**src/hw/rtl/sahh_pkg.sv**
```systemverilog
// sahh_pkg: shared constants and action codes of the address hit histogram
// no dependencies; imported by every module of the block
`default_nettype none

package sahh_pkg;

  localparam int BIN_COUNT_DEF = 293;
  localparam int ADDR_W        = 32;
  localparam int HITS_W        = 16;
  localparam int ACTION_W      = 2;

  // the bin index is reduced one address byte per cycle
  localparam int DIGIT_W       = 8;
  localparam int DIGIT_CNT     = ADDR_W / DIGIT_W;
  localparam int DIGIT_CNT_W   = $clog2(DIGIT_CNT);

  typedef enum logic [ACTION_W-1:0] {
    ACT_CLEAR  = 2'd0,
    ACT_SAMPLE = 2'd1,
    ACT_QUERY  = 2'd2,
    ACT_NONE   = 2'd3
  } action_t;

endpackage

`default_nettype wire

```
**src/hw/rtl/sahh_ram.sv**
```systemverilog
// sahh_ram: generic single write port, single read port ram with registered read
// depends on sahh_pkg for its parameter defaults; no other modules
`default_nettype none

module sahh_ram
  import sahh_pkg::*;
#(
  parameter int WIDTH = HITS_W,
  parameter int DEPTH = BIN_COUNT_DEF,
  localparam int AW   = $clog2(DEPTH)
) (
  input  wire logic             clk,
  input  wire logic             we,
  input  wire logic [AW-1:0]    waddr,
  input  wire logic [WIDTH-1:0] wdata,
  input  wire logic [AW-1:0]    raddr,
  output logic      [WIDTH-1:0] rdata
);

  logic [WIDTH-1:0] mem [DEPTH];

  always_ff @(posedge clk) begin
    if (we) begin
      mem[waddr] <= wdata;
    end
    rdata <= mem[raddr];
  end

endmodule

`default_nettype wire

```
**config.mk**
```make
export PLATFORM = sky130hd
export DESIGN_NAME = sahh_ram
export DESIGN_NICKNAME = d
export VERILOG_FILES = /design/src/hw/rtl/sahh_pkg.sv /design/src/hw/rtl/sahh_ram.sv
export SDC_FILE = /design/constraint.sdc
export NUM_CORES = 2
export LEC_CHECK = 0
export BUFFER_PORTS_ARGS = -buffer_cell sky130_fd_sc_hd__clkbuf_2
export CAP_MARGIN = 30
export CORE_ASPECT_RATIO = 0.8
export CORE_MARGIN = 2
export CORE_UTILIZATION = 45
export DETAILED_ROUTE_END_ITERATION = 10
export GPL_ROUTABILITY_DRIVEN = 0
export PLACE_DENSITY = 0.7
export SLEW_MARGIN = 20
export SYNTH_ARGS = -nofsm -noshare
export SYNTH_HDL_FRONTEND = slang
export SYNTH_MEMORY_MAX_BITS = 65536
export SYNTH_SLANG_ARGS = --single-unit
```
**constraint.sdc**
```tcl
create_clock -name clk -period 3.1 [get_ports clk]
set_clock_uncertainty 0.1 [all_clocks]
set_input_delay 0.155 -clock clk [delete_from_list [all_inputs] [get_ports clk]]
set_output_delay 0.155 -clock clk [all_outputs]
set_load 0.005 [all_outputs]
```
==> summary.md <==
| Metric | Value |
|---|---|
| Outcome | finished, final reports clean |
| CTS Sinks | about 4700 |
| Worst Setup Start Kind | flop |
| Final setup fails | 0 |
| Inserted Clock Buffers | roughly 420 |
| GRT Total Usage | 23.9% |
| DIE AREA | roughly 400000 µm² |
| Pin count of the biggest net entering global routing | 126 |
| First-pass GRT wire length | 695000 µm |
| Pins over their slew limit | 0 |
| RSZ-0062 raised after global routing | false |
| LEAKAGE | 67.1 nW |
| Hold Fails Final Rpt | 0 |
| Fraction of registers with async set/reset | 0% |
| Drt drc | 0 |
| Rows | between 200 and 250 |
| Post-Syn Area | approximately 180000 µm² |
| Post-synth top flop | edfxtp_1 |
| Routed wire length | 494000 µm |
| CTS tree | yes |
| Synth Warn # | 0 |
| Initial core utilization | 45.1% |
| Port bufs | 51 |
| Gate power share | 5.7% |
| Post-synthesis sequential area ratio | about four fifths |
| Number of DRC markers in iteration 0 | approximately 15000 |
| Hold path depth | 5 |
| Final period utilization | slightly below 100% |
| Flop pwr share | a little over half |
| CORE AREA | 401000 µm² |
| Die width | 713 µm |
| Crit Path Class | reg -> reg |
| Period minus WS final | slightly above 3000 ps |
| Required time of the critical path | ~3800 ps |
| CP max FO | 1 |
| Synthesis-stage register bit count | around 4700 |
| Iteration count of the initial detailed-routing pass | 6 |
| Clock Path Buffers | 4 |
| Crit path arrival time | 3750 ps |
| Final WS setup | about 64 ps |
| Crit end category | flop |
| Number of global-route vias before repair | between 90000 and 100k |
| Post-Place Setup Slack | -787 ps |
| Fin nets | 9441 |
| DP Area | around 200000 µm² |
| Switching power | 27.7 mW |
| Setup TNS | 0 ps |
| Detailed Place HPWL | roughly 310000 µm |
| Via count | between 90000 and 100k |
| Post-Syn Instances | 8280 |
| Design Area, Final | 209000 µm² |
| Rel. slew slack | 31.7% |
| Fmax achieved | approximately 330 MHz |
| Chip height | between 500 and 600 µm |
| Avg WL per Cell | approximately 33 µm |
| Clk_lat worst skew | 970 ps |
| Antenna violations before repair | 35 |
| Syn avg cell area | 21.8 µm² |
| Total power draw | ~130 mW |
| Worst Max-Slew Pin Slew | between 1000 and 1500 ps |
| ANT nets after route | 0 |
| Fin util | 52.2% |
| Type of the worst min-delay path | in -> reg |
| Int Pwr | 101 mW |
| Layout cells sized above 1 | 29.4% |
| I/O Pins | 52 |
| CTS clk-pin slew, worst paths | ~60 ps |
| Via/cell ratio | roughly 6.2 |
| Post-synth EDFFs | about 4700 |
| Synth unique cells | 70 |
| R2R depth | 7 |
| H-tree lvl count | 5 |
| Remaining global-route overflow | 0 |
| Net Count, Synth | approximately 8300 |
| Clock power share | around 40% |
| Max-cap viol count | 0 |
| Sw frac | approximately 22% |
| Peak VDD IR | between 0.0006 and 0.0007 V |
| Clk root buf | clkbuf_16 |
| Area Overhead vs Synth | 15.6% |
| Cell area power density | 616 nW/µm² |
[cell families after synthesis]
family / synth area share (%)
flops: 78.1
mux: 14.9
compound gates: 3.38
simple gates: 1.82
buf+inv: 1.79
[path summary, 6_finish.rpt]
path	end	slack, ps	from
max	rdata[14]	60	mem[20][14]
min	mem[270][4]	80	waddr[3]
max reg2reg	rdata[14]	60	mem[20][14]
min reg2reg	rdata[2]	770	mem[292][2]
[power groups by stage]
stage / logic, mW / registers [mW] / clock network, mW
2_1_floorplan: 3.25 / 71.4 / 0
3_3_place_gp: 6.95 / 71.5 / 0
3_5_place_dp: 7.10 / 71.5 / 0
4_1_cts: 7.17 / 70.1 / 51.7
5_1_grt: 7.53 / 70.0 / 54.0
6_report: 7.30 / 70.1 / 51.3
[critical path, cell delays in order (launching register included)]
cell and delay, ps:
edfxtp_1 370, mux4_2 450, a22oi_1 310, nand2_1 210, o21ai_0 640, buf_4 300, a31o_2 320, a31oi_1 170
[timing repair]
action	4_1_cts	5_1_grt
resized for setup	3	6
endpoints found under the hold margin	4260	0
gates cloned	0	0
hold buffers	27	0
endpoints found under the setup margin	2	6
buffers inserted	0	0
[stage by stage]
step	cells	hold WS [ps]
after floorplan	8280	154
after global placement	14300	484
after detailed placement	14300	493
after CTS	15100	1.18
after global routing	15100	57.2
final	15100	83.9
[cell usage in the layout (no fill, tap or decap), drive strengths merged, types with 13 or more instances in the layout]
cell         instances
o211ai              57
a22o                50
buf               1142
a211oi              16
nor3                26
edfxtp            4688
bufinv              39
mux2i              447
nor4                15
and2                13
mux2                15
a21oi              102
a22oi              249
clkbuf             527
nor2               359
o221ai              38
mux4               993
a41oi               13
a31oi               22
o21ai               95
dfxtp               16
dlygate4sd3         27
a221oi              59
nor2b               16
clkinv             188
a32oi               15
o22ai               79
nand2              215
clkinvlp            13
nand3               77
[synthesized netlist by cell type (8+ instances only)]
library cell / count / area (µm²)
nor2b_1: 16 / 100
o211ai_1: 57 / 428
nand4_1: 8 / 50.1
nand3_1: 77 / 385
a41oi_1: 13 / 114
edfxtp_1: 4688 / 141000
a31oi_1: 22 / 138
mux2i_1: 447 / 4470
mux4_2: 990 / 22300
a21o_1: 10 / 75.1
nand2_1: 215 / 807
a22o_1: 50 / 438
o221ai_1: 38 / 333
o22ai_1: 79 / 494
nor2_1: 359 / 1350
a22oi_1: 249 / 1870
a21oi_1: 102 / 510
clkbuf_1: 190 / 713
buf_6: 93 / 1050
o21ai_0: 90 / 450
buf_4: 47 / 353
a211oi_1: 16 / 120
buf_8: 28 / 420
buf_2: 116 / 581
buf_1: 17 / 63.8
dfxtp_1: 16 / 320
mux2_2: 15 / 169
nor4_1: 15 / 93.8
a32oi_1: 15 / 131
a221oi_1: 58 / 508
nor3_1: 26 / 130
and3_1: 12 / 75.1
and2_1: 13 / 81.3
[routing by layer]
layer,routed length [µm],vias up,track usage (%)
met1,189000,49500,34.5
met3,68300,903,7.03
li1,-,37200,-
met2,219000,6570,35.1
met4,17800,22,7.67
met5,151,-,0
[sequential cells by signal, summed over array words and instances (netlist names)]
signal and count:
mem 4688, rdata 16
[cell type report]
type | count | area (µm²)
Antenna cell | 8 | 20.0
Clock buffer | 495 | 10900
Clock inverter | 245 | 2310
Fill cell | 30200 | 192000
Inverter | 4 | 23.8
Multi-Input combinational cell | 3078 | 36700
Sequential cell | 4704 | 141000
Tap cell | 5355 | 6700
Timing Repair Buffer | 1201 | 11200
Note: power is estimated with default switching activity, not from simulation.
